**src/hw/rtl/ctp_pkg.sv**
```systemverilog
// ----------------------------------------------------------------------------
// ctp_pkg: shared definitions for the Cartesian to polar converter
// Holds default widths, the arctangent step table, angle codes and the
// control bundle that travels with each item through the pipeline.
// ----------------------------------------------------------------------------
package ctp_pkg;

	// Width of the input and output fields on the ports.
	localparam int FIELD_WIDTH = 16;

	// Defaults for the top-level parameters.
	localparam int COORD_WIDTH_DEF    = 16;
	localparam int ROTATION_STEPS_DEF = 16;

	// Extra fraction bits carried by the rotation datapath.
	localparam int GUARD_BITS = 24;

	// Number of entries in the arctangent table.
	localparam int ATAN_ENTRIES = 32;

	// Angle accumulator starting value for the left half plane (pi).
	localparam logic [31:0] ACC_PI = 32'h8000_0000;

	// Rounding offset applied before the accumulator is cut to 16 bits.
	localparam logic [31:0] ACC_ROUND = 32'h0000_8000;

	// Angle codes for points on the axes, in units of pi/32768.
	localparam logic [FIELD_WIDTH-1:0] ANG_ZERO        = 16'h0000;
	localparam logic [FIELD_WIDTH-1:0] ANG_PI          = 16'h8000;
	localparam logic [FIELD_WIDTH-1:0] ANG_HALF_PI     = 16'h4000;
	localparam logic [FIELD_WIDTH-1:0] ANG_NEG_HALF_PI = 16'hC000;

	// Largest magnitude that fits the output field.
	localparam logic [FIELD_WIDTH-1:0] MAG_MAX = 16'hFFFF;

	// atan(2^-i) in units of pi/2^31, truncated.
	localparam logic [31:0] ATAN_TABLE [0:ATAN_ENTRIES-1] = '{
		32'h20000000, 32'h12E4051E, 32'h09FB385B, 32'h051111D4,
		32'h028B0D43, 32'h0145D7E1, 32'h00A2F61E, 32'h00517C55,
		32'h0028BE53, 32'h00145F2F, 32'h000A2F98, 32'h000517CC,
		32'h00028BE6, 32'h000145F3, 32'h0000A2F9, 32'h0000517C,
		32'h000028BE, 32'h0000145F, 32'h00000A2F, 32'h00000517,
		32'h0000028B, 32'h00000145, 32'h000000A2, 32'h00000051,
		32'h00000028, 32'h00000014, 32'h0000000A, 32'h00000005,
		32'h00000002, 32'h00000001, 32'h00000000, 32'h00000000
	};

	// Control bundle carried alongside the data of every stage.
	typedef struct packed {
		logic                   valid;
		logic                   spec;
		logic [FIELD_WIDTH-1:0] spec_ang;
	} ctl_t;

endpackage

```
**src/hw/rtl/ctp_step.sv**
```systemverilog
// ----------------------------------------------------------------------------
// ctp_step: one stage of the converter pipeline
// Performs one digit of the integer square root and one vectoring rotation,
// each only while its step count has not been reached, and registers both.
// ----------------------------------------------------------------------------
module ctp_step #(
	parameter int COORD_WIDTH    = ctp_pkg::COORD_WIDTH_DEF,
	parameter int ROTATION_STEPS = ctp_pkg::ROTATION_STEPS_DEF,
	parameter int STEP           = 0
) (
	input  logic                     clk,
	input  logic                     arst_n,
	input  logic                     en,
	input  ctp_pkg::ctl_t            ctl_in,
	input  logic [2*COORD_WIDTH-1:0] rem_in,
	input  logic [2*COORD_WIDTH-1:0] root_in,
	input  logic signed [COORD_WIDTH+ctp_pkg::GUARD_BITS+2:0] cx_in,
	input  logic signed [COORD_WIDTH+ctp_pkg::GUARD_BITS+2:0] cy_in,
	input  logic [31:0]              acc_in,
	output ctp_pkg::ctl_t            ctl_out,
	output logic [2*COORD_WIDTH-1:0] rem_out,
	output logic [2*COORD_WIDTH-1:0] root_out,
	output logic signed [COORD_WIDTH+ctp_pkg::GUARD_BITS+2:0] cx_out,
	output logic signed [COORD_WIDTH+ctp_pkg::GUARD_BITS+2:0] cy_out,
	output logic [31:0]              acc_out
);

	localparam int SQ_W  = 2 * COORD_WIDTH;
	localparam int ROT_W = COORD_WIDTH + ctp_pkg::GUARD_BITS + 3;

	logic [SQ_W-1:0]         rem_next;
	logic [SQ_W-1:0]         root_next;
	logic signed [ROT_W-1:0] cx_next;
	logic signed [ROT_W-1:0] cy_next;
	logic [31:0]             acc_next;

	// This module is a single pipeline stage; its registers are its stage 1.
	ctp_pkg::ctl_t           ctl_s1;
	logic [SQ_W-1:0]         rem_s1;
	logic [SQ_W-1:0]         root_s1;
	logic signed [ROT_W-1:0] cx_s1;
	logic signed [ROT_W-1:0] cy_s1;
	logic [31:0]             acc_s1;

	// Square root digit: subtract the trial value when it fits.
	if (STEP < COORD_WIDTH) begin : g_root
		localparam int SHIFT = 2 * (COORD_WIDTH - 1 - STEP);
		localparam logic [SQ_W:0] SQ_BIT = (SQ_W + 1)'(1) << SHIFT;

		logic [SQ_W:0] trial;
		logic          fits;

		always_comb begin
			trial = {1'b0, root_in} + SQ_BIT;
			fits  = {1'b0, rem_in} >= trial;
			if (fits) begin
				rem_next  = rem_in - trial[SQ_W-1:0];
				root_next = (root_in >> 1) + SQ_BIT[SQ_W-1:0];
			end else begin
				rem_next  = rem_in;
				root_next = root_in >> 1;
			end
		end
	end else begin : g_root_pass
		assign rem_next  = rem_in;
		assign root_next = root_in;
	end

	// Vectoring rotation: drive y toward zero and track the angle.
	if (STEP < ROTATION_STEPS) begin : g_rot
		localparam logic [31:0] ATAN_STEP = ctp_pkg::ATAN_TABLE[STEP];

		logic signed [ROT_W-1:0] dx;
		logic signed [ROT_W-1:0] dy;

		always_comb begin
			dx = cy_in >>> STEP;
			dy = cx_in >>> STEP;
			if (!cy_in[ROT_W-1]) begin
				cx_next  = cx_in + dx;
				cy_next  = cy_in - dy;
				acc_next = acc_in + ATAN_STEP;
			end else begin
				cx_next  = cx_in - dx;
				cy_next  = cy_in + dy;
				acc_next = acc_in - ATAN_STEP;
			end
		end
	end else begin : g_rot_pass
		assign cx_next  = cx_in;
		assign cy_next  = cy_in;
		assign acc_next = acc_in;
	end

	// Stage control.
	always_ff @(posedge clk or negedge arst_n) begin
		if (!arst_n) begin
			ctl_s1 <= '0;
		end else if (en) begin
			ctl_s1 <= ctl_in;
		end
	end

	// Stage data.
	always_ff @(posedge clk) begin
		if (en) begin
			rem_s1  <= rem_next;
			root_s1 <= root_next;
			cx_s1   <= cx_next;
			cy_s1   <= cy_next;
			acc_s1  <= acc_next;
		end
	end

	assign ctl_out  = ctl_s1;
	assign rem_out  = rem_s1;
	assign root_out = root_s1;
	assign cx_out   = cx_s1;
	assign cy_out   = cy_s1;
	assign acc_out  = acc_s1;

endmodule

```
**config.mk**
```make
export PLATFORM = sky130hd
export DESIGN_NAME = ctp_step
export DESIGN_NICKNAME = d
export VERILOG_FILES = /design/src/hw/rtl/ctp_pkg.sv /design/src/hw/rtl/ctp_step.sv
export SDC_FILE = /design/constraint.sdc
export NUM_CORES = 1
export LEC_CHECK = 0
export ABC_CLOCK_PERIOD_IN_PS = 1350
export BUFFER_PORTS_ARGS = -buffer_cell sky130_fd_sc_hd__buf_2
export CELL_PAD_IN_SITES_DETAIL_PLACEMENT = 0
export CELL_PAD_IN_SITES_GLOBAL_PLACEMENT = 2
export CORE_ASPECT_RATIO = 0.8
export CORE_UTILIZATION = 35
export CTS_CLUSTER_DIAMETER = 80
export DETAILED_ROUTE_END_ITERATION = 7
export PLACE_DENSITY_LB_ADDON = 0.05
export SKIP_LAST_GASP = 1
export SLEW_MARGIN = 20
export SYNTH_ARGS = -nofsm -noshare
export SYNTH_HDL_FRONTEND = slang
export SYNTH_SLANG_ARGS = --single-unit
```
**constraint.sdc**
```tcl
create_clock -name clk -period 1.35 [get_ports clk]
set_input_delay 0.135 -clock clk [delete_from_list [all_inputs] [get_ports clk]]
set_output_delay 0.135 -clock clk [all_outputs]
set_load 0.01 [all_outputs]
```
; ---- Word level (Yosys, flattened, before mapping)
; Index checks and enable logic that the tools add are counted.
; Widths: inputs -> output; s select.
[word_totals]
in_bits = 203
ram_bits = 0
reg_bits = 200
latch_bits = 0
mem_count = 0
word_cells = 23
rom_bits = 0
[op_classes]
muxes = 5
n_eq_ne = 0
n_reduce_logical = 0
n_lt_le_gt_ge = 1
div_mod_pow = 0
bitwise_logic = 0
n_shift = 0
n_mul = 0
addsub = 8
[op_table]
columns = operator, count
row1 = $mux 43, 2
row2 = $sub 43x43->43, 2
row3 = $mux 32, 2
row4 = $add 43x43->43, 1
row5 = $add 32x31->33 const B, 1
row6 = $ge 32x33->1, 1
row7 = $add 31x31->32 const B, 1
row8 = $add 32x30->32 const B, 1
row9 = $sub 32x30->32 const B, 1
row10 = $sub 32x32->32, 1
row11 = $mux 31, 1

; ---- Logic depth before layout (Yosys ltp)
[logic_depth]
ltp_word = 3
mapped_depth = 14
ltp_nobuf = 13

; ---- Worst setup path after synthesis
; No wires, ideal clock.
[synth_path]
path_type = input to register
from = in root_in[14]
to = reg rem_s1[28] (netlist: rem_out[28]), data pin
path_stages = 14
t_arrival_ns = 2.931
n_path_buf = 2
setup_slack_ns = -1.843
path_cell_list = inv_1 -> ha_1 -> clkbuf_1 -> a211oi_1 -> nor2_1 -> o41ai_2 -> o21ai_0 -> a22o_1 -> a311oi_2 -> o21ai_2 -> a2111oi_2 -> nor3_2 -> buf_2 -> mux2_1
[synth_between]
elab_chain_len = 3
[synth_rtl]
columns = element, line
row1 = start: declaration, ctp_step.sv:16  ; input logic [2*COORD_WIDTH-1:0] root_in,
row2 = $add 32x31->33 *, ctp_step.sv:54  ; trial = {1'b0, root_in} + SQ_BIT;
row3 = $sub 32x32->32 / $ge 32x33->1 (equally long branches), "ctp_step.sv:57, ctp_step.sv:55"
row4 = $mux 32 *, ctp_step.sv:56  ; if (fits) begin
row5 = named net rem_next[28], ctp_step.sv:31  ; logic [SQ_W-1:0] rem_next;
row6 = end signal: assignment, ctp_step.sv:107  ; rem_s1 <= rem_next;
row7 = end: declaration, ctp_step.sv:39  ; logic [SQ_W-1:0] rem_s1;
; Mark *: on every way through the listed nets, which the timed path passes. The rest lies on a longest branch.
; A chain may end at the register's enable or synchronous reset.

; ---- Worst setup path after layout
[layout_path]
from = in cx_in[9] (netlist bit)
to = reg cx_s1[40] (netlist: cx_out[40]), data pin
[layout_between]
elab_chain_len = 2
[layout_rtl]
columns = element, line
row1 = start: declaration, ctp_step.sv:17  ; input logic signed [COORD_WIDTH+ctp_pkg::GUARD_BITS+2:0] cx_in,
row2 = $add 43x43->43 / $sub 43x43->43 (equally long branches), "ctp_step.sv:80, ctp_step.sv:84"
row3 = $mux 43 *, ctp_step.sv:79  ; if (!cy_in[ROT_W-1]) begin
row4 = named net cx_next[40], ctp_step.sv:33  ; logic signed [ROT_W-1:0] cx_next;
row5 = end signal: assignment, ctp_step.sv:109  ; cx_s1 <= cx_next;
row6 = end: declaration, ctp_step.sv:41  ; logic signed [ROT_W-1:0] cx_s1;
; Marked as above.

==> results.json <==
{
  "grt_overflow": 0,
  "cap_viol_max_count": 0,
  "p_seq_share_pct": 32.0,
  "synth_area_leaders": "edfxtp_1 (35%), ha_1 (13%), a21oi_1 (6.6%)",
  "grt_pass1_vias": 17198,
  "timing.rr.start": "ctl_out[12]",
  "pwr-share-comb_pct": 45.8,
  "drt-initial-drc-count": 783,
  "ys_seq_elements": 199,
  "ys.flop_type": "edfxtp_1",
  "cp_max_fo": 4,
  "setup_tns_ns": -113.84,
  "die_w_um": 238.4,
  "synth_largest_area_cell": "edfxtp_1",
  "numPortBuffers": 402,
  "utilization_pct": 63.84,
  "setup-violations-final": 114,
  "clkPwrFrac_pct": 22.2,
  "htreeDepth": 4,
  "synth_area_sq_mm": 0.01565,
  "synth_nets": 2046,
  "crit_end": "cx_out[40]",
  "antenna_found_initial": 10,
  "grt_max_degree": 46,
  "arrival_ns": 3.01,
  "setup.worst_path.class": "in -> reg",
  "vias": 17182,
  "ant_nets": 0,
  "cts_buffer_depth": 2,
  "nNetsFinal": 3194,
  "path_clk_slew_ns": 0.08,
  "reg2reg_setup_slack_ns": 0.57,
  "startpoint_type": "primary input",
  "grt_usage_pct": 28.50,
  "status": "finished, violations left",
  "wl_mm": 66.77,
  "fmax_ghz": 0.3583,
  "synth_edf_count": 181,
  "dr.pass1.iters": 7,
  "num-fill-cells": 3723,
  "multi_input_area_sq_mm": 0.01106,
  "seqCellArea_sq_mm": 0.005886,
  "clk_latency_ns": 0.47,
  "synth_cell_types": 75,
  "whs_ns": 0.01924,
  "routedWlPerCell_um": 19.41,
  "synth_area_per_cell_sq_um": 9.320,
  "tritoncts": "yes",
  "via_per_inst": 4.995,
  "ys_seq_area_share_pct": 37.61,
  "ir_drop_mv": 0.9676,
  "die-area_sq_mm": 0.04556,
  "yosysMostFrequentCell": "a21oi_1",
  "grt_pass1_wl_mm": 98.31,
  "worstSetupEndpointType": "register",
  "hold_viol": 0,
  "stdcell_area_sq_mm": 0.02786,
  "cellLeakagePower_uw": 0.01288,
  "min_from": "rem_in[5]",
  "p_switching_uw": 8832,
  "required_ns": 1.57,
  "crit_start": "cx_in[9]",
  "worst_pin_slew_ns": 0.8006,
  "power.density_mw_per_mm2": 906.9,
  "async_flop_share_pct": 9.045,
  "gp_congestion": 0.9135,
  "r2r_cells": 1,
  "clock_sinks": 199,
  "power_switching_share_pct": 34.95,
  "period_share_pct": 206.7,
  "area_growth_pct": 78.07,
  "yosysTopAreaCellShare_pct": 34.74,
  "cts-root-buf": "clkbuf_16",
  "fin_crit_ns": 2.791,
  "p_int_uw": 16440,
  "ios": 403,
  "hp-class": "in -> reg",
  "drv_slew": 0,
  "rsz0062_at_grt": "yes",
  "die_h_um": 191.1,
  "syn_inst": 1679,
  "setup_ws_ns": -1.441,
  "timing.slew.headroom_pct": 46.17,
  "dp_hpwl_mm": 52.82,
  "rows": 68,
  "ys_warn_count": 0,
  "route.detailed.drc": 0,
  "place_area_sq_mm": 0.02382,
  "start_util_pct": 35.85,
  "drive_above_1_share_pct": 52.71,
  "fin_skew_ns": 0,
  "cts_buffers": 17,
  "netlist_top_cells_count": "a21oi_1 (206), edfxtp_1 (181), inv_1 (178)",
  "p_total_uw": 25270,
  "violations": "negative setup slack",
  "r2r-end": "ctl_out[12]",
  "core_sq_mm": 0.04365
}
==> layout make-up <==
cell class | count | area share [%]
multi-input cells | 1233 | 39.71
repair buffers | 1194 | 31.49
flip-flops and latches | 199 | 21.12
inverters | 182 | 2.703
well taps | 595 | 2.672
clock buffers | 17 | 1.527
clock inverters | 15 | 0.7275
diodes | 5 | 0.04491
==> metal layers <==
metal	GRT usage, %	up-vias	wire (um)
met4	8.210	10	1452
met5	0	-	64
met2	46.32	477	30900
met3	6.397	77	4171
met1	37.80	8250	30180
li1	-	8368	-
==> repair_timing <==
item	4_1_cts	5_1_grt
cloned	1	1
hold buffers	98	1
resized for setup	263	136
endpoints found under the hold margin	116	1
buffers inserted	54	51
pin swaps	122	102
endpoints found under the setup margin	114	116
==> state kept, by name, indices dropped and copies added, names as in the netlist <==
register / flops
root_out: 32
cx_out: 43
cy_out: 42
rem_out: 32
ctl_out: 18
acc_out: 32
==> logic make-up (layout without fill, tap and decap cells) <==
logic type               Yosys count  count (layout)  share of synthesized area, %
AO/OA/AOI/OAI                    535             535                         21.11
AND/OR/NAND/NOR                  347             347                         10.51
buffers and inverters            247            1408                         5.973
flip-flops                       199             199                         37.61
adder cells (fa/ha/maj)          164             164                         13.35
XOR/XNOR                         114             114                         6.381
multiplexers                      73              73                         5.062
other                              0               5                             0
==> power by group through the flow <==
stage | Sequential [uW] | Clock, uW | Combinational, uW
global route | 8150 | 5920 | 12400
finish | 8090 | 5600 | 11600
detailed placement | 8210 | 0 | 9660
global placement | 8200 | 0 | 9610
CTS | 8090 | 5720 | 11000
floorplan | 8560 | 0 | 4320
==> through the flow <==
step,worst slack [ns],std cells
2_1_floorplan,-1.671,1679
3_3_place_gp,-1.976,3229
3_5_place_dp,-1.979,3229
4_1_cts,-1.344,3402
5_1_grt,-1.445,3438
6_report,-1.441,3440
==> worst min path at each step <==
| stage | cells past startpoint | end | slack, ns |
|---|---|---|---|
| final | 2 | rem_out[5] | 0.02 |
| after global routing | 2 | rem_out[5] | 0.001 |
| after CTS | 2 | rem_out[22] | 0.001 |
| after detailed placement | 1 | ctl_out[3] | 0.09 |
| after global placement | 1 | ctl_out[3] | 0.07 |
| after floorplan | 0 | ctl_out[0] | -0.16 |
==> critical path: stages <==
cell,delay [ns]
buf_12,0.11
inv_12,0.04
ha_4,0.18
or3_4,0.38
or4_4,0.43
or4_4,0.43
o211a_4,0.18
buf_12,0.13
a21oi_4,0.21
a41oi_4,0.23
o21ai_4,0.24
a311oi_2,0.13
xor2_1,0.17
==> layout by cell type (no fill, tap or decap), types with 9 or more instances in the layout <==
cell,n
a21oi_2,42
nor4_1,10
xnor2_2,20
mux2_4,28
nand4_1,18
nand2_1,81
a211oi_2,10
o21ai_2,24
nand3_1,17
o21ai_4,15
o21bai_1,32
a21o_1,30
nor2b_1,9
buf_12,13
ha_1,123
a21oi_4,14
nor2_1,93
a21oi_1,150
mux2_2,21
nor2_4,9
nor3_1,22
buf_2,383
xnor2_1,77
clkbuf_16,18
inv_1,148
xor2_1,16
dlygate4sd3_1,99
o21ai_1,21
dfrtp_1,18
buf_4,618
inv_2,17
buf_6,72
o31ai_1,11
ha_4,29
nand2b_1,9
o21ai_0,68
mux2i_1,19
edfxtp_1,181
No activity file was read; power rests on OpenSTA's default activity.
