<file path="config.mk">
export PLATFORM = sky130hd
export DESIGN_NAME = ctp_prep
export DESIGN_NICKNAME = d
export VERILOG_FILES = /design/src/hw/rtl/ctp_pkg.sv /design/src/hw/rtl/ctp_prep.sv
export SDC_FILE = /design/constraint.sdc
export NUM_CORES = 1
export LEC_CHECK = 0
export ABC_CLOCK_PERIOD_IN_PS = 10500
export BUFFER_PORTS_ARGS = -buffer_cell sky130_fd_sc_hd__buf_2
export CAP_MARGIN = 20
export CORE_MARGIN = 4
export CORE_UTILIZATION = 35
export DETAILED_ROUTE_END_ITERATION = 12
export GPL_TIMING_DRIVEN = 1
export PLACE_DENSITY = 0.6
export SLEW_MARGIN = 20
export SYNTH_ARGS = -nofsm -noshare
export SYNTH_HDL_FRONTEND = slang
export SYNTH_SLANG_ARGS = --single-unit
</file>
<file path="constraint.sdc">
create_clock -name clk -period 10.5 [get_ports clk]
set_clock_uncertainty 0.1 [all_clocks]
set_input_delay 3.15 -clock clk [delete_from_list [all_inputs] [get_ports clk]]
set_output_delay 3.15 -clock clk [all_outputs]
set_load 0.1 [all_outputs]
</file>
<file path="src/hw/rtl/ctp_pkg.sv">
// ----------------------------------------------------------------------------
// ctp_pkg: shared definitions for the Cartesian to polar converter
// Holds default widths, the arctangent step table, angle codes and the
// control bundle that travels with each item through the pipeline.
// ----------------------------------------------------------------------------
package ctp_pkg;

	// Width of the input and output fields on the ports.
	localparam int FIELD_WIDTH = 16;

	// Defaults for the top-level parameters.
	localparam int COORD_WIDTH_DEF    = 16;
	localparam int ROTATION_STEPS_DEF = 16;

	// Extra fraction bits carried by the rotation datapath.
	localparam int GUARD_BITS = 24;

	// Number of entries in the arctangent table.
	localparam int ATAN_ENTRIES = 32;

	// Angle accumulator starting value for the left half plane (pi).
	localparam logic [31:0] ACC_PI = 32'h8000_0000;

	// Rounding offset applied before the accumulator is cut to 16 bits.
	localparam logic [31:0] ACC_ROUND = 32'h0000_8000;

	// Angle codes for points on the axes, in units of pi/32768.
	localparam logic [FIELD_WIDTH-1:0] ANG_ZERO        = 16'h0000;
	localparam logic [FIELD_WIDTH-1:0] ANG_PI          = 16'h8000;
	localparam logic [FIELD_WIDTH-1:0] ANG_HALF_PI     = 16'h4000;
	localparam logic [FIELD_WIDTH-1:0] ANG_NEG_HALF_PI = 16'hC000;

	// Largest magnitude that fits the output field.
	localparam logic [FIELD_WIDTH-1:0] MAG_MAX = 16'hFFFF;

	// atan(2^-i) in units of pi/2^31, truncated.
	localparam logic [31:0] ATAN_TABLE [0:ATAN_ENTRIES-1] = '{
		32'h20000000, 32'h12E4051E, 32'h09FB385B, 32'h051111D4,
		32'h028B0D43, 32'h0145D7E1, 32'h00A2F61E, 32'h00517C55,
		32'h0028BE53, 32'h00145F2F, 32'h000A2F98, 32'h000517CC,
		32'h00028BE6, 32'h000145F3, 32'h0000A2F9, 32'h0000517C,
		32'h000028BE, 32'h0000145F, 32'h00000A2F, 32'h00000517,
		32'h0000028B, 32'h00000145, 32'h000000A2, 32'h00000051,
		32'h00000028, 32'h00000014, 32'h0000000A, 32'h00000005,
		32'h00000002, 32'h00000001, 32'h00000000, 32'h00000000
	};

	// Control bundle carried alongside the data of every stage.
	typedef struct packed {
		logic                   valid;
		logic                   spec;
		logic [FIELD_WIDTH-1:0] spec_ang;
	} ctl_t;

endpackage

</file>
<file path="src/hw/rtl/ctp_prep.sv">
// ----------------------------------------------------------------------------
// ctp_prep: front end of the converter
// Captures the coordinates, forms the squares, resolves points on the axes,
// folds the left half plane and sums the squares for the root lanes.
// ----------------------------------------------------------------------------
module ctp_prep #(
	parameter int COORD_WIDTH = ctp_pkg::COORD_WIDTH_DEF
) (
	input  logic                                   clk,
	input  logic                                   arst_n,
	input  logic                                   en,
	input  logic                                   in_valid,
	input  logic signed [ctp_pkg::FIELD_WIDTH-1:0] x_coord,
	input  logic signed [ctp_pkg::FIELD_WIDTH-1:0] y_coord,
	output ctp_pkg::ctl_t                          ctl_out,
	output logic [2*COORD_WIDTH-1:0]               rem_out,
	output logic [2*COORD_WIDTH-1:0]               root_out,
	output logic signed [COORD_WIDTH+ctp_pkg::GUARD_BITS+2:0] cx_out,
	output logic signed [COORD_WIDTH+ctp_pkg::GUARD_BITS+2:0] cy_out,
	output logic [31:0]                            acc_out
);

	localparam int SQ_W = 2 * COORD_WIDTH;
	localparam int ROT_W = COORD_WIDTH + ctp_pkg::GUARD_BITS + 3;

	logic [COORD_WIDTH-1:0] x_low;
	logic [COORD_WIDTH-1:0] y_low;

	logic                          vld_s1;
	logic signed [COORD_WIDTH-1:0] xs_s1;
	logic signed [COORD_WIDTH-1:0] ys_s1;

	logic [COORD_WIDTH-1:0]  ax;
	logic [COORD_WIDTH-1:0]  ay;
	logic signed [ROT_W-1:0] xe;
	logic signed [ROT_W-1:0] ye;
	logic                    neg;
	ctp_pkg::ctl_t           ctl_next;

	ctp_pkg::ctl_t           ctl_s2;
	logic [SQ_W-1:0]         sqx_s2;
	logic [SQ_W-1:0]         sqy_s2;
	logic signed [ROT_W-1:0] cx_s2;
	logic signed [ROT_W-1:0] cy_s2;
	logic [31:0]             acc_s2;

	ctp_pkg::ctl_t           ctl_s3;
	logic [SQ_W-1:0]         sum_s3;
	logic signed [ROT_W-1:0] cx_s3;
	logic signed [ROT_W-1:0] cy_s3;
	logic [31:0]             acc_s3;

	// Take the low bits of each field; a wider coordinate sees the field zero-extended.
	if (COORD_WIDTH <= ctp_pkg::FIELD_WIDTH) begin : g_narrow
		assign x_low = x_coord[COORD_WIDTH-1:0];
		assign y_low = y_coord[COORD_WIDTH-1:0];
	end else begin : g_wide
		assign x_low = {{(COORD_WIDTH-ctp_pkg::FIELD_WIDTH){1'b0}}, x_coord};
		assign y_low = {{(COORD_WIDTH-ctp_pkg::FIELD_WIDTH){1'b0}}, y_coord};
	end

	// Stage 1 control.
	always_ff @(posedge clk or negedge arst_n) begin
		if (!arst_n) begin
			vld_s1 <= 1'b0;
		end else if (en) begin
			vld_s1 <= in_valid;
		end
	end

	// Stage 1 data: the coordinates as signed values.
	always_ff @(posedge clk) begin
		if (en) begin
			xs_s1 <= signed'(x_low);
			ys_s1 <= signed'(y_low);
		end
	end

	// Absolute values, axis detection and the left half plane fold.
	always_comb begin
		ax  = xs_s1[COORD_WIDTH-1] ? $unsigned(-xs_s1) : $unsigned(xs_s1);
		ay  = ys_s1[COORD_WIDTH-1] ? $unsigned(-ys_s1) : $unsigned(ys_s1);
		xe  = ROT_W'(xs_s1);
		ye  = ROT_W'(ys_s1);
		neg = xs_s1[COORD_WIDTH-1];

		ctl_next.valid = vld_s1;
		ctl_next.spec  = (xs_s1 == '0) || (ys_s1 == '0);
		if ((xs_s1 == '0) && (ys_s1 == '0)) begin
			ctl_next.spec_ang = ctp_pkg::ANG_ZERO;
		end else if (ys_s1 == '0) begin
			ctl_next.spec_ang = neg ? ctp_pkg::ANG_PI : ctp_pkg::ANG_ZERO;
		end else if (ys_s1[COORD_WIDTH-1]) begin
			ctl_next.spec_ang = ctp_pkg::ANG_NEG_HALF_PI;
		end else begin
			ctl_next.spec_ang = ctp_pkg::ANG_HALF_PI;
		end
	end

	// Stage 2 and stage 3 control.
	always_ff @(posedge clk or negedge arst_n) begin
		if (!arst_n) begin
			ctl_s2 <= '0;
			ctl_s3 <= '0;
		end else if (en) begin
			ctl_s2 <= ctl_next;
			ctl_s3 <= ctl_s2;
		end
	end

	// Stage 2 squares and rotation start; stage 3 sum of squares.
	always_ff @(posedge clk) begin
		if (en) begin
			sqx_s2 <= SQ_W'(ax) * SQ_W'(ax);
			sqy_s2 <= SQ_W'(ay) * SQ_W'(ay);
			cx_s2  <= (neg ? -xe : xe) <<< ctp_pkg::GUARD_BITS;
			cy_s2  <= (neg ? -ye : ye) <<< ctp_pkg::GUARD_BITS;
			acc_s2 <= neg ? ctp_pkg::ACC_PI : 32'h0000_0000;

			sum_s3 <= sqx_s2 + sqy_s2;
			cx_s3  <= cx_s2;
			cy_s3  <= cy_s2;
			acc_s3 <= acc_s2;
		end
	end

	assign ctl_out  = ctl_s3;
	assign rem_out  = sum_s3;
	assign root_out = '0;
	assign cx_out   = cx_s3;
	assign cy_out   = cy_s3;
	assign acc_out  = acc_s3;

endmodule

</file>
# After elaboration in Yosys (flattened, before gate mapping)
# Index checks and enable logic that the tools add are counted.
# Widths: inputs -> output; s select.
[op_classes]
add_sub_neg = 5
multipliers = 2
n_mux = 9
n_reduce_logical = 4
[op_table]
columns = ["op", "n"]
rows = [
  ["$mux 16", 6],
  ["$mul 16x16->32", 2],
  ["$neg 16->19", 2],
  ["$add 32x32->32", 1],
  ["$logic_not 16->1", 2],
  ["$mux 32", 1],
  ["$neg 16->16", 2],
  ["$mux 19", 1],
  ["$mux 15", 1],
  ["$logic_and 1x1->1", 1],
  ["$logic_or 1x1->1", 1],
]
[word_totals]
ff_bits = 305
in_bits = 36
output_inout_bits = 200

# Depth between registers and ports, before layout
[logic_depth]
word_depth = 3
mapped_depth = 33
ltp_nobuf = 31

# Worst setup path before layout
# No wires, ideal clock.
[synth_path]
path_type = "reg-to-reg"
startpoint = "reg ys_s1[0]"
endpoint = "reg sqy_s2[24], data pin"
setup_time_ps = 260
arrival_ps = 8163
slack_ps = 1977
stages_incl_launch_ff = 33
period_less_slack_ps = 8523
path_cell_list = "edfxtp_1 inv_1 clkbuf_1 ha_1 or3b_1 or3_4 o31a_1 xnor2_1 clkinv_1 nand2_1 inv_1 fa_1 inv_1 fa_1 inv_1 fa_1 inv_1 fa_1 inv_1 fa_1 inv_1 fa_1 inv_1 ha_1 a21oi_1 o21a_1 o211ai_1 a311o_1 a21oi_1 o21bai_1 a31o_2 a21oi_1 xnor2_1"
[synth_via]
elab_chain_cells = 3
[synth_rtl]
columns = ["element", "line_no", "rtl"]
rows = [
  ["from (decl)", "ctp_prep.sv:31", "logic signed [COORD_WIDTH-1:0] ys_s1;"],
  ["from (signal assigned)", "ctp_prep.sv:75", "ys_s1 <= signed'(y_low);"],
  ["$neg 16->16", "ctp_prep.sv:82", "ay = ys_s1[COORD_WIDTH-1] ? $unsigned(-ys_s1) : $unsigned(ys_s1);"],
  ["$mux 16 *", "ctp_prep.sv:82", ""],
  ["$mul 16x16->32 *", "ctp_prep.sv:115", "sqy_s2 <= SQ_W'(ay) * SQ_W'(ay);"],
  ["to (signal assigned)", "ctp_prep.sv:115", ""],
  ["to (decl)", "ctp_prep.sv:42", "logic [SQ_W-1:0] sqy_s2;"],
]
# Mark *: on every way between the ends. The rest lies on a longest branch, timed or not.
# A chain may end at the register's enable or synchronous reset.

# Worst setup path after layout
[layout_path]
startpoint = "reg ys_s1[0]"
endpoint = "reg sqy_s2[30], data pin"
# The elaborated chain is that of the path after synthesis.

==> results.txt <==
----------------------------------------------------
[Place]
  Input/output buffers ... 110
  Post-DP HPWL ... 45.40 mm
  Placer congestion estimate ... 0.8874

[Cells and area]
  Commonest cells after routing, fill and taps aside ... 476 x sky130_fd_sc_hd__inv_1, 327 x sky130_fd_sc_hd__fa_1, 229 x sky130_fd_sc_hd__ha_1
  Filler cells ... 6,517
  Fraction of layout instances using a drive strength above 1 ... 0.08663
  Layout-stage area growth over the synthesis result ... 8.998%
  Net count reported at finish ... 2,996
  Diode insertion count for antenna repair ... 0
  Most common library cell in the layout ignoring fill and taps ... sky130_fd_sc_hd__inv_1

[Die]
  Total core area ... 0.06622 sq mm
  Y dimension of the die ... 267.4 microns
  I/O pin cnt ... 236
  Initial core utilization ... 0.3557
  Area of the die ... 0.07152 sq mm
  Count of standard-cell rows ... 94
  Die width ... 267.4 microns

[Timing]
  Final TNS setup ... 0 ns
  Slew Viols, Final ... 0
  Final min period ... 9.726 ns
  Number of endpoints failing setup at the final stage ... 0
  Period utilization ... 0.9263
  Worst rel slew slack ... 0.3214
  Timing-limited maximum frequency ... 0.1028 GHz
  Hold violation total from the final report ... 0
  RSZ-0062 raised after global routing ... no
  Actual slew at the worst max-slew pin ... 1.010 ns

[Routing]
  Via count normalized by instance count ... 4.726
  WL per Instance ... 16.74 microns
  Antenna Nets Post-Route ... 0
  Overall routed net length ... 55.05 mm
  Drc violations ... 0
  Total via count in the routed design ... 15,539
  DRC marker count from the first detailed-route iteration ... 1,019
  Number of search-and-repair iterations in the first detailed-routing pass ... 6

[GRT]
  Remaining global-route overflow ... 0
  Number of global-route vias before repair ... 16,469
  Gr usage total ... 0.1560
  Antenna violations before repair ... 1
  Global-route wire length before repair ... 88.40 mm
  Pin count of the biggest net entering global routing ... 103

[Logic synthesis]
  Most area-hungry cell type in the Yosys netlist ... sky130_fd_sc_hd__fa_1
  Mean post-synth cell area ... 10.35 sq um
  Synth top area share ... 0.2779
  Leading register cell type out of synthesis ... sky130_fd_sc_hd__edfxtp_1
  Number of distinct standard cells referenced by the synthesized netlist ... 72
  Largest cells by area after synthesis ... sky130_fd_sc_hd__fa_1 28%, sky130_fd_sc_hd__edfxtp_1 26%, sky130_fd_sc_hd__ha_1 12%
  EDFF count, synth ... 202
  Post-Syn Area ... 0.02356 sq mm
  Number of storage elements in the synthesis netlist ... 211
  Fraction of the yosys area taken by sequential cells ... 0.2671
  Fraction of synthesis flops using an asynchronous set or reset pin ... 0.04265
  Post-Syn Instances ... 2,276
  Synth warn ... 0

[Setup path]
  Cell repeated most along the worst path ... sky130_fd_sc_hd__inv_1
  Class of the most critical setup path ... reg2reg
  Length in cells of the worst reg-to-reg path ... 31
  Maximum fanout along the worst path ... 15
  Endpoint kind of the worst setup timing path ... flop
  Slowest cell on the critical path ... sky130_fd_sc_hd__fa_1
  Minimum setup slack among reg-to-reg paths ... 0.77 ns
  Arrival time of data at the critical path endpoint ... 9.91 ns
  Required time of the critical path ... 10.69 ns
  Launch point of the worst reg-to-reg path ... ys_s1[0]
  Biggest cell delay along the critical path ... 0.53 ns
  CP Launch Type ... flop
  Crit Reg-Reg Endpoint ... sqy_s2[30]

[Worst hold path]
  Cell depth of the worst min-delay path ... 0
  Hold-critical path endpoint ... cx_out[36]
  Hold path startpoint ... cx_s2[36]
  Class of the worst hold path ... reg2reg

[Clocking]
  CTS Buf Count ... 26
  Buffer type at the clock tree root ... sky130_fd_sc_hd__clkbuf_16
  Clock transition at path regs ... 0.06 ns
  Number of clock sinks ... 211
  CTS tree ... done
  Post-cts hold buffer count ... 0
  Longest Clk Path Bufs ... 3
  Depth of the CTS H-tree ... 1
  # resized after CTS ... 0
  Later-pin clock latency in the skew report ... 0.55 ns
  Post-CTS setup repair buffer count ... 0

[Job]
  Max-cap violations ... 0

[Run status]
  Result of the run ... completed

----------------------------------------------------
-- kinds of logic after synthesis --
logic type,share of synthesized area
xor+xnor,0.04929
simple gates,0.09168
other cells,0.0001592
mux,0.002868
compound gates,0.06475
buf+inv,0.1247
fa+ha+maj,0.3995
flops,0.2671
-- layout make-up --
type                    count  area [sq um]  area share
multi-input cells        1539         14810      0.5766
flip-flops and latches    211          6291      0.2450
inverters                 489          1836     0.07149
well taps                 864          1081     0.04210
repair buffers            137         763.2     0.02973
clock buffers              31         669.4     0.02607
clock inverters            17         230.2    0.008966
-- flip-flops by register name, summed over array words and instances (netlist names) --
signal   count
rem_out     32
sqx_s2      31
sqy_s2      31
cx_out      19
cy_out      19
cx_s2       18
cy_s2       18
xs_s1       16
ys_s1       16
ctl_out      4
ctl_s2       4
acc_out      1
acc_s2       1
vld_s1       1
-- metal layers --
| layer | wire (microns) | track usage |
|---|---|---|
| met5 | 0 | 0 |
| met4 | 958 | 0.03181 |
| met3 | 3975 | 0.02885 |
| met2 | 26080 | 0.2556 |
| met1 | 24030 | 0.2185 |
-- cells in the mapped netlist (27+ instances only) --
master	n
sky130_fd_sc_hd__xor2_1	40
sky130_fd_sc_hd__and2_1	29
sky130_fd_sc_hd__inv_1	476
sky130_fd_sc_hd__buf_4	125
sky130_fd_sc_hd__nand2_1	186
sky130_fd_sc_hd__a21oi_1	69
sky130_fd_sc_hd__clkbuf_1	31
sky130_fd_sc_hd__o21ai_0	41
sky130_fd_sc_hd__a21o_1	27
sky130_fd_sc_hd__edfxtp_1	202
sky130_fd_sc_hd__ha_1	229
sky130_fd_sc_hd__fa_1	327
sky130_fd_sc_hd__xnor2_1	82
sky130_fd_sc_hd__nor2_1	173
-- critical path, delay by kind of cell, from the launching register on --
kind | cells | cell delay [ns]
simple gates | 3 | 1.02
buf+inv | 9 | 1.33
compound gates | 9 | 2.20
fa+ha+maj | 8 | 3.61
flops | 1 | 0.51
xor+xnor | 2 | 0.67
-- metrics by stage --
step	area, sq um	worst slack [ns]	hold slack, ns	utilization	instances
floorplan	24030	1.977	0.3003	-	2403
detailed placement	24780	0.9147	0.3045	0.3742	3240
finish	25680	0.7738	0.3008	0.3878	3288
global route	25680	0.2723	0.3145	0.3878	3288
CTS	25680	0.8566	0.3018	0.3878	3288
global placement	24780	1.202	0.3054	0.3742	3240
-- worst max-delay path by stage --
stage,start,endpoint,slack (ns),depth (start not counted)
final,ys_s1[0],sqy_s2[30],0.77,31
after global routing,ys_s1[0],sqy_s2[30],0.27,31
after CTS,ys_s1[0],sqy_s2[30],0.86,31
after detailed placement,ys_s1[0],sqy_s2[30],0.91,31
after global placement,ys_s1[0],sqy_s2[24],1.20,31
after floorplan,ys_s1[0],sqy_s2[24],1.98,32
Power is not shown: default switching activity piles up to over one toggle a cycle in this logic, so the estimate is an artifact.
