[src/hw/rtl/ctp_pkg.sv]
// ----------------------------------------------------------------------------
// ctp_pkg: shared definitions for the Cartesian to polar converter
// Holds default widths, the arctangent step table, angle codes and the
// control bundle that travels with each item through the pipeline.
// ----------------------------------------------------------------------------
package ctp_pkg;

	// Width of the input and output fields on the ports.
	localparam int FIELD_WIDTH = 16;

	// Defaults for the top-level parameters.
	localparam int COORD_WIDTH_DEF    = 16;
	localparam int ROTATION_STEPS_DEF = 16;

	// Extra fraction bits carried by the rotation datapath.
	localparam int GUARD_BITS = 24;

	// Number of entries in the arctangent table.
	localparam int ATAN_ENTRIES = 32;

	// Angle accumulator starting value for the left half plane (pi).
	localparam logic [31:0] ACC_PI = 32'h8000_0000;

	// Rounding offset applied before the accumulator is cut to 16 bits.
	localparam logic [31:0] ACC_ROUND = 32'h0000_8000;

	// Angle codes for points on the axes, in units of pi/32768.
	localparam logic [FIELD_WIDTH-1:0] ANG_ZERO        = 16'h0000;
	localparam logic [FIELD_WIDTH-1:0] ANG_PI          = 16'h8000;
	localparam logic [FIELD_WIDTH-1:0] ANG_HALF_PI     = 16'h4000;
	localparam logic [FIELD_WIDTH-1:0] ANG_NEG_HALF_PI = 16'hC000;

	// Largest magnitude that fits the output field.
	localparam logic [FIELD_WIDTH-1:0] MAG_MAX = 16'hFFFF;

	// atan(2^-i) in units of pi/2^31, truncated.
	localparam logic [31:0] ATAN_TABLE [0:ATAN_ENTRIES-1] = '{
		32'h20000000, 32'h12E4051E, 32'h09FB385B, 32'h051111D4,
		32'h028B0D43, 32'h0145D7E1, 32'h00A2F61E, 32'h00517C55,
		32'h0028BE53, 32'h00145F2F, 32'h000A2F98, 32'h000517CC,
		32'h00028BE6, 32'h000145F3, 32'h0000A2F9, 32'h0000517C,
		32'h000028BE, 32'h0000145F, 32'h00000A2F, 32'h00000517,
		32'h0000028B, 32'h00000145, 32'h000000A2, 32'h00000051,
		32'h00000028, 32'h00000014, 32'h0000000A, 32'h00000005,
		32'h00000002, 32'h00000001, 32'h00000000, 32'h00000000
	};

	// Control bundle carried alongside the data of every stage.
	typedef struct packed {
		logic                   valid;
		logic                   spec;
		logic [FIELD_WIDTH-1:0] spec_ang;
	} ctl_t;

endpackage

[src/hw/rtl/ctp_out.sv]
// ----------------------------------------------------------------------------
// ctp_out: result rounding and output buffering
// Rounds the root and the angle, applies the axis cases and saturation, and
// holds results in an output register backed by a skid register.
// ----------------------------------------------------------------------------
module ctp_out #(
	parameter int COORD_WIDTH = ctp_pkg::COORD_WIDTH_DEF
) (
	input  logic                                 clk,
	input  logic                                 arst_n,
	input  ctp_pkg::ctl_t                        ctl_in,
	input  logic [2*COORD_WIDTH-1:0]             rem_in,
	input  logic [2*COORD_WIDTH-1:0]             root_in,
	input  logic [31:0]                          acc_in,
	output logic                                 en,
	output logic                                 out_valid,
	input  logic                                 out_stall,
	output logic [ctp_pkg::FIELD_WIDTH-1:0]        magnitude,
	output logic signed [ctp_pkg::FIELD_WIDTH-1:0] angle
);

	localparam int SQ_W = 2 * COORD_WIDTH;

	logic [SQ_W-1:0]                 root_rnd;
	logic [31:0]                     acc_rnd;
	logic [ctp_pkg::FIELD_WIDTH-1:0] mag_next;
	logic [ctp_pkg::FIELD_WIDTH-1:0] ang_next;
	logic                            out_free;

	logic                            out_valid_q;
	logic                            skid_valid_q;
	logic [ctp_pkg::FIELD_WIDTH-1:0] mag_q;
	logic [ctp_pkg::FIELD_WIDTH-1:0] ang_q;
	logic [ctp_pkg::FIELD_WIDTH-1:0] skid_mag_q;
	logic [ctp_pkg::FIELD_WIDTH-1:0] skid_ang_q;

	// Round the root to nearest, saturate, and round the angle half up.
	always_comb begin
		root_rnd = root_in + SQ_W'(rem_in > root_in);
		if (root_rnd > SQ_W'(ctp_pkg::MAG_MAX)) begin
			mag_next = ctp_pkg::MAG_MAX;
		end else begin
			mag_next = root_rnd[ctp_pkg::FIELD_WIDTH-1:0];
		end
		acc_rnd  = acc_in + ctp_pkg::ACC_ROUND;
		ang_next = ctl_in.spec ? ctl_in.spec_ang : acc_rnd[31:16];
	end

	// The pipeline advances while the skid register is empty.
	assign en       = !skid_valid_q;
	assign out_free = !out_valid_q || !out_stall;

	// Output and skid occupancy.
	always_ff @(posedge clk or negedge arst_n) begin
		if (!arst_n) begin
			out_valid_q  <= 1'b0;
			skid_valid_q <= 1'b0;
		end else if (out_free) begin
			out_valid_q  <= skid_valid_q || ctl_in.valid;
			skid_valid_q <= 1'b0;
		end else if (en && ctl_in.valid) begin
			skid_valid_q <= 1'b1;
		end
	end

	// Output and skid data: the skid drains first, otherwise the newest result.
	always_ff @(posedge clk) begin
		if (out_free) begin
			if (skid_valid_q) begin
				mag_q <= skid_mag_q;
				ang_q <= skid_ang_q;
			end else begin
				mag_q <= mag_next;
				ang_q <= ang_next;
			end
		end else if (en) begin
			skid_mag_q <= mag_next;
			skid_ang_q <= ang_next;
		end
	end

	assign out_valid = out_valid_q;
	assign magnitude = mag_q;
	assign angle     = signed'(ang_q);

endmodule

[config.mk]
export PLATFORM = sky130hd
export DESIGN_NAME = ctp_out
export DESIGN_NICKNAME = d
export VERILOG_FILES = /design/src/hw/rtl/ctp_pkg.sv /design/src/hw/rtl/ctp_out.sv
export SDC_FILE = /design/constraint.sdc
export NUM_CORES = 1
export LEC_CHECK = 0
export CAP_MARGIN = 40
export CELL_PAD_IN_SITES_DETAIL_PLACEMENT = 0
export CELL_PAD_IN_SITES_GLOBAL_PLACEMENT = 1
export CORE_ASPECT_RATIO = 2
export CORE_MARGIN = 2
export CORE_UTILIZATION = 45
export CTS_BUF_LIST = sky130_fd_sc_hd__clkbuf_8
export CTS_CLUSTER_SIZE = 8
export DETAILED_ROUTE_END_ITERATION = 16
export DONT_BUFFER_PORTS = 1
export PLACE_DENSITY_LB_ADDON = 0.1
export SYNTH_ARGS = -nofsm -noshare
export SYNTH_HDL_FRONTEND = slang
export SYNTH_SLANG_ARGS = --single-unit
[constraint.sdc]
create_clock -name clk -period 2.3 [get_ports clk]
set_input_delay 0.115 -clock clk [delete_from_list [all_inputs] [get_ports clk]]
set_output_delay 0.115 -clock clk [all_outputs]
set_load 0.02 [all_outputs]
Word level (Yosys, flattened, before mapping)
Cells that the tools add are included.
{"block": "word_totals", "elab_cells": 23, "mem_count": 0, "register_bits": 66, "mem_bits_ro": 0, "ram_bits": 0, "latchBits": 0, "output_inout_bits": 34, "input_bits": 117}
{"block": "op_classes", "mul": 0, "n_reduce_logical": 7, "n_lt_le_gt_ge": 2, "div_mod_pow": 0, "shifts": 0, "n_addsub": 2, "eq_ne": 0, "bitwise": 0, "n_mux": 6}
{"cell": "16-bit two-way mux", "n": 4}
{"cell": "32-bit by 1-bit adder with 32-bit output", "n": 1}
{"cell": "32-bit by 16-bit adder with 32-bit output (second input constant)", "n": 1}
{"cell": "32-bit by 16-bit greater-than comparator with 1-bit output (second input constant)", "n": 1}
{"cell": "32-bit greater-than comparator", "n": 1}
{"cell": "1-bit logical NOT", "n": 3}
{"cell": "1-bit logical OR", "n": 2}
{"cell": "1-bit two-way mux", "n": 2}
{"cell": "2-bit nonzero test", "n": 1}
{"cell": "1-bit logical AND", "n": 1}

Logic depth before layout (Yosys ltp)
Gate-level depths: netlist of run 1.
{"block": "logic_depth", "word_depth": 5, "ltp_mapped": 19, "ltp_nobuf": 18}

Least setup slack after synthesis of run 1
No wires, ideal clock.
{"block": "synth_path", "kind": "input to register", "from": "in root_in[10]", "to": "reg mag_q, in the netlist magnitude[8], data pin", "path_buffers": 1, "t_required_ns": 2.036, "setup_ns": 0.264, "stages": 18, "setup_slack_ns": -1.694, "arrival_ns": 3.730, "cell_sequence": "inv_1 ha_1 and4_1 nand3_1 nor4_1 o21ai_0 nor4bb_1 a211oi_1 ha_1 ha_1 and3_2 nand2_1 or4_1 a221oi_1 nand3b_1 nor4_4 buf_6 a2bb2oi_1"}
{"block": "synth_via", "elab_chain_cells": 5}
{"element": "from (decl)", "line": "ctp_out.sv:13", "text": "input logic [2*COORD_WIDTH-1:0] root_in,"}
{"element": "32-bit greater-than comparator", "line": "ctp_out.sv:39", "text": "root_rnd = root_in + SQ_W'(rem_in > root_in);"}
{"element": "32-bit by 1-bit adder with 32-bit output (*)", "line": "ctp_out.sv:39"}
{"element": "32-bit by 16-bit greater-than comparator with 1-bit output", "line": "ctp_out.sv:40", "text": "if (root_rnd > SQ_W'(ctp_pkg::MAG_MAX)) begin"}
{"element": "16-bit two-way mux (*)", "line": "ctp_out.sv:40"}
{"element": "16-bit two-way mux (*)", "line": "ctp_out.sv:69", "text": "if (skid_valid_q) begin"}
{"element": "to (signal assigned)", "line": "ctp_out.sv:70", "text": "mag_q <= skid_mag_q;"}
{"element": "to (signal assigned)", "line": "ctp_out.sv:73", "text": "mag_q <= mag_next;"}
{"element": "to (decl)", "line": "ctp_out.sv:32", "text": "logic [ctp_pkg::FIELD_WIDTH-1:0] mag_q;"}
Every way passes the cells marked *; elsewhere a longest branch is shown, timed or not.
A chain may end at the register's enable or synchronous reset.

Worst setup path after layout of run 1
{"block": "layout_path", "from": "in root_in[19]", "to": "reg mag_q, in the netlist magnitude[15], data pin"}
The elaborated chain is that of the path after synthesis.

==> results of run 1 <==
[cells in the final DEF (no fill, tap or decap), types with 6 or more instances in the layout]
master	n
mux2i_1	6
nand2_1	33
buf_4	57
xnor2_1	22
nor2_1	22
inv_1	26
a21oi_1	23
clkbuf_8	9
o21ai_0	25
nand4_1	12
edfxtp_1	64
nand3_1	16
ha_1	22
ha_4	12
inv_2	6
nor4_1	6
xor2_1	9
a2bb2oi_2	15
[logic make-up after synthesis]
group / after synthesis
compound gates: 89
xor+xnor: 31
fa+ha+maj: 35
buf+inv: 46
flops: 66
mux: 6
simple gates: 128
[worst paths after layout]
check	from	endpoint
min in group asynchronous	arst_n	out_valid$_DFFE_PN0N_
min	root_in[2]	magnitude[2]$_DFFE_PN_
max	root_in[19]	magnitude[15]$_DFFE_PN_
min reg2reg	skid_ang_q[0]$_DFFE_PP_	angle[0]$_DFFE_PN_
max reg2reg	out_valid$_DFFE_PN0N_	skid_mag_q[2]$_DFFE_PP_
max in group asynchronous	arst_n	skid_valid_q$_DFFE_PN0P_
[routing by layer]
layer  global-route usage, %  wire length [microns]
met1                    19.3                   3450
met2                    44.4                   6500
met5                       0                      0
met3                    5.47                    698
met4                    10.5                    461
[metrics by stage]
step | hold slack, ns | utilization (%) | setup slack (ns)
after floorplan | -0.181 | - | -1.17
after global placement | -0.181 | 54.6 | -1.70
after detailed placement | -0.181 | 54.6 | -1.71
after CTS | 0.100 | 57.8 | -1.21
after global routing | 0.122 | 59.0 | -1.30
final | 0.112 | 59.0 | -1.17
[final cells by class]
class,count,area share [%]
clock inverters,7,1.01
flip-flops and latches,66,37.1
repair buffers,62,9.04
inverters,36,3.08
clock buffers,9,2.33
multi-input cells,289,45.0
well taps,102,2.40
[registers in the layout, summed over array words and instances, names as in the netlist]
signal / cells
angle: 16
skid_valid_q: 1
skid_ang_q: 16
out_valid: 1
skid_mag_q: 16
magnitude: 16
[power groups by stage]
stage	combinational (mW)	clock (mW)	sequential, mW
5_1_grt	0.530	0.943	1.49
6_report	0.471	0.876	1.48
4_1_cts	0.460	0.911	1.49
3_5_place_dp	0.444	0	1.51
3_3_place_gp	0.432	0	1.51
2_1_floorplan	0.307	0	1.50
[what timing repair did]
action / 4_1_cts / 5_1_grt
hold buffers: 3 / 0
buffers inserted: 2 / 2
endpoints found under the setup margin: 32 / 32
hold endpoints to repair: 4 / 0
gates resized for setup: 9 / 14
pin swaps: 0 / 2
[worst register-to-register path, stage by stage (launching register included)]
cell	delay, ns
dfrtp_1	0.46
nand2_2	0.14
clkinvlp_4	0.58
==> key figures, run 1 <==
Global route
  • Largest net degree at the start of global routing: 35
  • Global route overflow: 0
  • Antenna violations before repair: 0
  • Vias in the first global route: 3524
  • First-pass GRT wire length: 17100 microns
  • All-layer global routing usage: 22.3%

Power
  • Sw Ratio: 25.2%
  • Worst VDD drop: 0.441 mV
  • Internal power: 2.12 mW
  • P per Cell Area: 533 nW/um^2
  • Total power: 2.83 mW
  • Leakage: 1.96 nW
  • Combinational Power Share: 16.6%
  • Flop pwr share: 52.4%
  • Psw: 0.712 mW
  • Clock Power Share: 30.9%

Routing
  • Post-route DRC: 0
  • Vias per inst: 5.71
  • Routed Antenna Nets: 0
  • DR iter-0 viols: 108
  • Drt wl/cell: 19.5 microns
  • Router iterations before antenna repair: 4
  • Via count: 3263
  • Routed WL: 11100 microns

Synth
  • Number of synthesized flops with an enable pin: 64
  • Xor and xnor area share after synthesis: 6.48%
  • Post-Syn Area: 4190 sq um
  • Ranking of synthesized cells by area: edfxtp_1 (46%), ha_1 (10%), xnor2_1 (4.6%)
  • Syn Area/Cell: 10.5 sq um
  • Largest family of logic cells by synthesized area: simple AND/OR/NAND/NOR gates
  • Number of synthesized register bits: 66
  • Yosys cell types: 48
  • Post-synthesis adder-cell area fraction: 10.4%
  • Ys Warns: 0
  • Multiplexer area fraction after synthesis: 1.43%
  • Commonest cells in the netlist: edfxtp_1 (64), nand2_1 (36), ha_1 (35), inv_1 (35), o21ai_0 (27)
  • Synth Area in Simple Gates: 16.7%
  • Seq/Total Area, Yosys: 47.0%
  • Share of the synthesized area in the top cell type: 45.8%
  • Post-Syn Nets: 553
  • Syn Inst Count: 401
  • Top-count cell post-synth: edfxtp_1
  • Compound-gate portion of the synthesized area: 13.7%
  • Synth area leader: edfxtp_1
  • Top FF cell, synth: edfxtp_1
  • Asr flop ratio synth: 3.03%

STA
  • RSZ-0062 raised after global routing: yes
  • Final critical-path share of the clock period: 151%
  • Crit path time final: 3.47 ns
  • Final setup fails: 32
  • Slew Limit Fails: 0
  • Worst-Margin Slew: 0.714 ns
  • Max Freq: 288 MHz
  • Setup_tns: -36.37 ns
  • Clk_skew: 0.00509 ns
  • Slew HR: 52.3%
  • Fin. Hold Viols: 0
  • Worst Slack Setup Final: -1.17 ns

Clocking
  • Clock latency on the worst-skew pair: 0.33 ns
  • Worst-path clk slew: 0.06 ns
  • CTS tree: yes
  • Inserted Clock Buffers: 9
  • Clock root cell: clkbuf_8
  • H-tree depth: 3
  • Clock buffer depth: 2
  • CTS Sinks: 66

Final layout
  • # fillers: 798
  • Syn-to-layout area delta: 26.8%
  • Final Non-Filler Cells: 571
  • Area of the multi-input gates: 2390 sq um
  • Post-Layout Inst Area: 5320 sq um
  • N_diodes: 0
  • Fraction of layout cells with a size suffix above 1: 28.1%
  • Final net count: 616
  • Register Area: 1970 sq um

Setup path
  • CP Launch Type: primary input
  • Worst Path Required: 2.37 ns
  • Cell depth of the worst setup path: 17
  • Worst reg2reg path depth: 2
  • Setup CP Type: in2reg
  • CP Capture Type: flip-flop
  • Slowest cell on the critical path: nor4_4
  • CP max FO: 9
  • CP max stage delay: 0.43 ns
  • Arr. time, crit path: 3.54 ns
  • Crit path cell chain: inv_1, ha_4, nand4_1, nor4_4, o21ai_2, nor4bb_4, a211oi_2, ha_2, ha_4, and3_4, nand2_4, or4_4, a221oi_2, nand3b_1, nor4_4, buf_6, a2bb2oi_1
  • Crit path max-delay family: simple AND/OR/NAND/NOR gates
  • Buf+Inv Stages, Crit Path: 2
  • Flop2flop setup slack: 0.63 ns

Floorplanning
  • Starting Density: 46.5%
  • Num ports: 151
  • Die Span Y: 141 microns
  • # rows: 49
  • Die area: 10200 sq um
  • Die X: 72.3 microns
  • Core area: 9010 sq um

Outcome
  • Failing checks: negative setup slack
  • Status: finished with violations

Placement
  • Gp weighted congestion: 0.877
  • Dpl cell area: 4920 sq um
  • HPWL Detailed: 9110 microns
  • Number of port buffers: 0
  • Inst Count DP: 548

Worst hold path
  • Hold WC Path Type: in2reg
  • Hold path cells: 2

Job
  • Max-Cap Viols: 0
Power figures use the tool's default switching activity.
==> run 2: changes to the inputs <==
Settings changed: SKIP_CTS_REPAIR_TIMING set to 1.
==> key figures, run 2 (synthesis gave the netlist of run 1 again) <==
Final layout
  • Commonest cells after routing, fill and taps aside: edfxtp_1 (64), buf_4 (57), nand2_1 (34) (was edfxtp_1 (64), buf_4 (57), nand2_1 (33))
  • # fillers: 801 (was 798)
  • Fraction of layout cells with a size suffix above 1: 28.8% (was 28.1%)
  • N_diodes: 0 (unchanged)
  • Syn-to-layout area delta: 27.0% (was 26.8%)
  • Final net count: 616 (unchanged)
  • Leading cell type in the layout, fill and taps excluded: edfxtp_1 (unchanged)

Clocking
  • Clock buffer depth: 2 (unchanged)
  • CTS Sinks: 66 (unchanged)
  • Clock root cell: clkbuf_8 (unchanged)
  • Clock latency on the worst-skew pair: 0.33 ns (about the same)
  • H-tree depth: 3 (unchanged)
  • Inserted Clock Buffers: 9 (unchanged)
  • CTS tree: yes (unchanged)
  • Worst-path clk slew: 0.06 ns (about the same)

Power
  • Worst VDD drop: 0.447 mV (was 0.441 mV)
  • P per Cell Area: 533 nW/um^2 (about the same)
  • Leakage: 1.95 nW (was 1.96 nW)
  • Combinational Power Share: 16.9% (was 16.6%)
  • Internal power: 2.12 mW (about the same)
  • Clock Power Share: 30.9% (about the same)
  • Sw Ratio: 25.2% (about the same)
  • Flop pwr share: 52.3% (was 52.4%)
  • Psw: 0.716 mW (was 0.712 mW)

Setup path
  • Arr. time, crit path: 3.68 ns (was 3.54 ns)
  • Buf+Inv Stages, Crit Path: 2 (unchanged)
  • Crit Reg-Reg Startpoint: out_valid$_DFFE_PN0N_ (unchanged)
  • Setup CP Type: in2reg (unchanged)
  • CP Launch Type: primary input (unchanged)
  • Crit path max-delay family: simple AND/OR/NAND/NOR gates (unchanged)
  • CP max stage delay: 0.43 ns (about the same)
  • Slowest cell on the critical path: or4_4 (was nor4_4)
  • CP max FO: 4 (was 9)
  • Crit path cell chain: inv_2, ha_4, and4_4, nand3_4, o21ai_2, a21oi_1, nor3_2, nor4bb_4, a211oi_2, ha_2, ha_4, and3_4, nand2_4, or4_4, a221oi_2, nand3b_1, nor4_4, buf_2, a2bb2oi_2 (was inv_1, ha_4, nand4_1, nor4_4, o21ai_2, nor4bb_4, a211oi_2, ha_2, ha_4, and3_4, nand2_4, or4_4, a221oi_2, nand3b_1, nor4_4, buf_6, a2bb2oi_1)
  • CP startpoint: root_in[12] (was root_in[19])
  • CP Capture Type: flip-flop (unchanged)
  • Worst Path Required: 2.37 ns (about the same)
  • Top cell by count, worst path: ha_4

STA
  • Clk_skew: 0.00392 ns (was 0.00509 ns)
  • Final critical-path share of the clock period: 157% (was 151%)
  • Worst Slack Setup Final: -1.31 ns (was -1.17 ns)
  • Slew HR: 52.1% (was 52.3%)
  • RSZ-0062 raised after global routing: yes (unchanged)
  • Crit path time final: 3.61 ns (was 3.47 ns)
  • Setup_tns: -40.69 ns (was -36.37 ns)
  • Fin. Hold Viols: 0 (unchanged)
  • Slew Limit Fails: 0 (unchanged)
  • Final setup fails: 32 (unchanged)
  • Worst-Margin Slew: 0.716 ns (was 0.714 ns)
  • Max Freq: 277 MHz (was 288 MHz)

Global route
  • Global route overflow: 0 (unchanged)
  • First-pass GRT wire length: 16900 microns (was 17100 microns)
  • All-layer global routing usage: 22.1% (was 22.3%)
  • Largest net degree at the start of global routing: 35 (unchanged)
  • Vias in the first global route: 3500 (was 3524)
  • Antenna violations before repair: 0 (unchanged)

Placement
  • Number of port buffers: 0 (unchanged)
  • HPWL Detailed: 9110 microns (unchanged)
  • Gp weighted congestion: 0.877 (unchanged)
  • Setup WS pre-CTS: -1.71 ns (unchanged)

Floorplanning
  • Starting Density: 46.5% (unchanged)
  • # rows: 49 (unchanged)
  • Num ports: 151 (unchanged)
  • Core area: 9010 sq um (unchanged)
  • Die area: 10200 sq um (unchanged)
  • Die X: 72.3 microns (unchanged)
  • Die Span Y: 141 microns (unchanged)

Routing
  • Drt wl/cell: 19.8 microns (was 19.5 microns)
  • Met2 wire length: 6710 microns (was 6500 microns)
  • Vias per inst: 5.73 (was 5.71)
  • Router iterations before antenna repair: 4 (unchanged)
  • Via count: 3274 (was 3263)
  • Routed WL: 11300 microns (was 11100 microns)
  • DR iter-0 viols: 97 (was 108)
  • Met3 WL: 668 microns (was 698 microns)
  • Post-route DRC: 0 (unchanged)
  • Top layer in use: met4 (unchanged)
  • Routed Antenna Nets: 0 (unchanged)
  • DRT met1 WL: 3500 microns (was 3450 microns)

Job
  • Max-Cap Viols: 0 (unchanged)

Worst hold path
  • Hold WC Path Type: in2async (was in2reg)

Outcome
  • Status: finished with violations (unchanged)
  • Failing checks: negative setup slack (unchanged)
## run 2: cell count changes in the layout (fill, tap and decap cells not counted), sizes merged
cell / delta
dlygate4sd3: -1
clkinvlp: +1
inv: -1
buf: +1
## run 2: routing by layer
layer / up-vias / GRT usage, %
li1: 1626 / -
met5: - / 0
met4: 0 / 11.2
met1: 1515 / 19.0
met3: 22 / 5.47
met2: 111 / 43.9
## run 2: power by group through the flow
stage	clock network, mW	registers (mW)	logic [mW]
finish	0.876	1.48	0.478
global route	0.943	1.49	0.536
CTS	0.911	1.49	0.446
detailed placement	0	1.51	0.444
global placement	0	1.51	0.432
floorplan	0	1.50	0.307
## run 2: final timing paths
| check | slack (ns) | depth (start not counted) | end |
|---|---|---|---|
| max | -1.31 | 19 | skid_mag_q[12]$_DFFE_PP_ |
| min | 0.03 | 1 | out_valid$_DFFE_PN0N_ |
| max reg2reg | 0.63 | 2 | skid_mag_q[2]$_DFFE_PP_ |
| min reg2reg | 0.57 | 2 | angle[0]$_DFFE_PN_ |
| max in group asynchronous | 2.14 | 1 | skid_valid_q$_DFFE_PN0P_ |
| min in group clk | 0.12 | 2 | skid_ang_q[3]$_DFFE_PP_ |
## run 2: layout make-up
| type | instances | area [sq um] | share of cell area, % |
|---|---|---|---|
| clock buffer | 9 | 124 | 2.33 |
| clock inverter | 7 | 53.8 | 1.01 |
| inverter | 36 | 168 | 3.15 |
| multi-input combinational | 289 | 2400 | 45.2 |
| sequential | 66 | 1970 | 37.0 |
| tap | 102 | 128 | 2.40 |
| timing repair buffer | 62 | 475 | 8.93 |
## run 2: through the flow
stage | cells | hold WS (ns) | power [mW] | utilization [%] | area (sq um)
final | 571 | 0.0266 | 2.84 | 59.1 | 5330
after global routing | 571 | 0.00997 | 2.97 | 59.1 | 5330
after CTS | 564 | -0.550 | 2.84 | 56.6 | 5100
after detailed placement | 548 | -0.181 | 1.95 | 54.6 | 4920
after global placement | 548 | -0.181 | 1.94 | 54.6 | 4920
after floorplan | 401 | -0.181 | 1.80 | - | 4430
==> run 3: changes to the inputs <==
Settings changed: BUFFER_PORTS_ARGS set to -buffer_cell sky130_fd_sc_hd__buf_2, CORE_UTILIZATION 45 to 35, DONT_BUFFER_PORTS 1 to unset.
==> key figures, run 3 (synthesis gave the netlist of run 1 again) <==
Outcome
  • Status: finished with violations (unchanged)
  • Failing checks: negative hold slack, negative setup slack (was negative setup slack)

Global route
  • Antenna violations before repair: 0 (unchanged)
  • Global route overflow: 0 (unchanged)
  • All-layer global routing usage: 19.4% (was 22.1%)
  • First-pass GRT wire length: 19000 microns (was 16900 microns)
  • Vias in the first global route: 4046 (was 3500)
  • Largest net degree at the start of global routing: 28 (was 35)

Setup path
  • Arr. time, crit path: 3.64 ns (was 3.68 ns)
  • CP max FO: 8 (was 4)
  • Worst Path Required: 2.37 ns (about the same)
  • CP Capture Type: flip-flop (unchanged)
  • Setup CP Type: in2reg (unchanged)
  • CP Launch Type: primary input (unchanged)

STA
  • Clk_skew: 0.0109 ns (was 0.00392 ns)
  • Worst-Margin Slew: 0.701 ns (was 0.716 ns)
  • Slew HR: 53.0% (was 52.1%)
  • Max Freq: 280 MHz (was 277 MHz)
  • Worst Slack Setup Final: -1.27 ns (was -1.31 ns)
  • Crit path time final: 3.57 ns (was 3.61 ns)
  • RSZ-0062 raised after global routing: yes (unchanged)
  • Slew Limit Fails: 0 (unchanged)
  • Fin. Hold Viols: 1 (was 0)
  • WHS: -0.0177 ns (was 0.0266 ns)
  • Final setup fails: 32 (unchanged)
  • Final critical-path share of the clock period: 155% (was 157%)

Power
  • Worst VDD drop: 0.453 mV (was 0.447 mV)
  • P per Cell Area: 482 nW/um^2 (was 533 nW/um^2)
  • Leakage: 2.69 nW (was 1.95 nW)

Clocking
  • Clock root cell: clkbuf_8 (unchanged)
  • Clock latency on the worst-skew pair: 0.33 ns (about the same)
  • CTS Sinks: 66 (unchanged)
  • Inserted Clock Buffers: 9 (unchanged)
  • H-tree depth: 3 (unchanged)
  • Clock buffer depth: 2 (unchanged)
  • Worst-path clk slew: 0.07 ns (was 0.06 ns)
  • CTS tree: yes (unchanged)

Routing
  • Routed WL: 12800 microns (was 11300 microns)
  • DR iter-0 viols: 133 (was 97)
  • Post-route DRC: 0 (unchanged)
  • Vias per inst: 5.04 (was 5.73)
  • Router iterations before antenna repair: 4 (unchanged)
  • Via count: 3958 (was 3274)
  • Drt wl/cell: 16.3 microns (was 19.8 microns)
  • Routed Antenna Nets: 0 (unchanged)

Floorplanning
  • Starting Density: 35.8% (was 46.5%)
  • Die area: 12900 sq um (was 10200 sq um)
  • Die Span Y: 159 microns (was 141 microns)
  • # rows: 56 (was 49)
  • Num ports: 151 (unchanged)
  • Die X: 81.4 microns (was 72.3 microns)
  • Core area: 11700 sq um (was 9010 sq um)

Placement
  • Inst Count DP: 759 (was 548)
  • Dpl cell area: 5910 sq um (was 4920 sq um)
  • Setup WS pre-CTS: -1.92 ns (was -1.71 ns)
  • HPWL Detailed: 10700 microns (was 9110 microns)
  • Number of port buffers: 135 (was 0)
  • Gp weighted congestion: 0.869 (was 0.877)

Final layout
  • Post-Layout Inst Area: 6570 sq um (was 5330 sq um)
  • N_diodes: 0 (unchanged)
  • Leading cell type in the layout, fill and taps excluded: buf_2 (was edfxtp_1)
  • Final net count: 788 (was 616)
  • Syn-to-layout area delta: 56.8% (was 27.0%)
  • Commonest cells after routing, fill and taps aside: buf_2 (127), buf_4 (96), edfxtp_1 (64) (was edfxtp_1 (64), buf_4 (57), nand2_1 (34))
  • Fraction of layout cells with a size suffix above 1: 52.3% (was 28.8%)
  • Final Non-Filler Cells: 786 (was 571)

Worst hold path
  • Hold WC Path Type: in2reg (was in2async)

Job
  • Max-Cap Viols: 0 (unchanged)
-- run 3: layer usage --
layer  vias up  GRT usage (%)  part of all wire (%)
met5         -              0                     0
li1       1985              -                     -
met3        28           3.01                   4.0
met1      1834           17.2                    32
met2       111           38.6                    60
met4         0           9.86                   3.5
-- run 3: final timing paths --
path | startpoint | to | slack (ns) | cells after the start
setup / recovery | root_in[23] | magnitude[7]$_DFFE_PN_ | -1.27 | 19
hold / removal | ctl_in[17] | out_valid$_DFFE_PN0N_ | -0.02 | 3
setup reg to reg | skid_valid_q$_DFFE_PN0P_ | skid_mag_q[3]$_DFFE_PP_ | 0.58 | 2
hold reg to reg | skid_ang_q[2]$_DFFE_PP_ | angle[2]$_DFFE_PN_ | 0.57 | 2
max in group asynchronous | arst_n | skid_valid_q$_DFFE_PN0P_ | 2.11 | 2
min in group asynchronous | arst_n | out_valid$_DFFE_PN0N_ | 0.10 | 2
-- run 3: layout make-up --
type / count / area (sq um)
Fill cell: 1075 / 5130
Multi-Input combinational cell: 289 / 2540
Sequential cell: 66 / 1970
Timing Repair Buffer: 234 / 1510
Tap cell: 145 / 181
Inverter: 36 / 169
Clock buffer: 11 / 151
Clock inverter: 5 / 47.5
-- run 3: worst max-delay path, cell delays in order --
cell       delay [ns]
buf_12           0.09
inv_12           0.03
ha_4             0.27
nand4_1          0.17
nor4_4           0.47
o21ai_2          0.10
nor4bb_4         0.16
a211oi_2         0.18
ha_2             0.25
ha_4             0.16
and3_4           0.21
nand2_4          0.07
or4_4            0.42
a221oi_2         0.25
nand3b_1         0.15
nor4_4           0.14
buf_4            0.18
clkbuf_16        0.16
a2bb2oi_2        0.06
-- run 3: metrics by stage --
| stage | total power [mW] | setup TNS, ns | utilization, % |
|---|---|---|---|
| 2_1_floorplan | 1.80 | -35.95 | - |
| 3_3_place_gp | 2.16 | -59.20 | 50.5 |
| 3_5_place_dp | 2.17 | -60.42 | 50.5 |
| 4_1_cts | 3.12 | -49.89 | 52.2 |
| 5_1_grt | 3.33 | -43.39 | 56.2 |
| 6_report | 3.17 | -40.08 | 56.2 |
-- run 3: report_power, final --
group	internal, mW	switching, mW	leakage, nW
Combinational	0.384	0.419	2.02
Clock	0.548	0.395	0.112
Sequential	1.41	0.0199	0.558
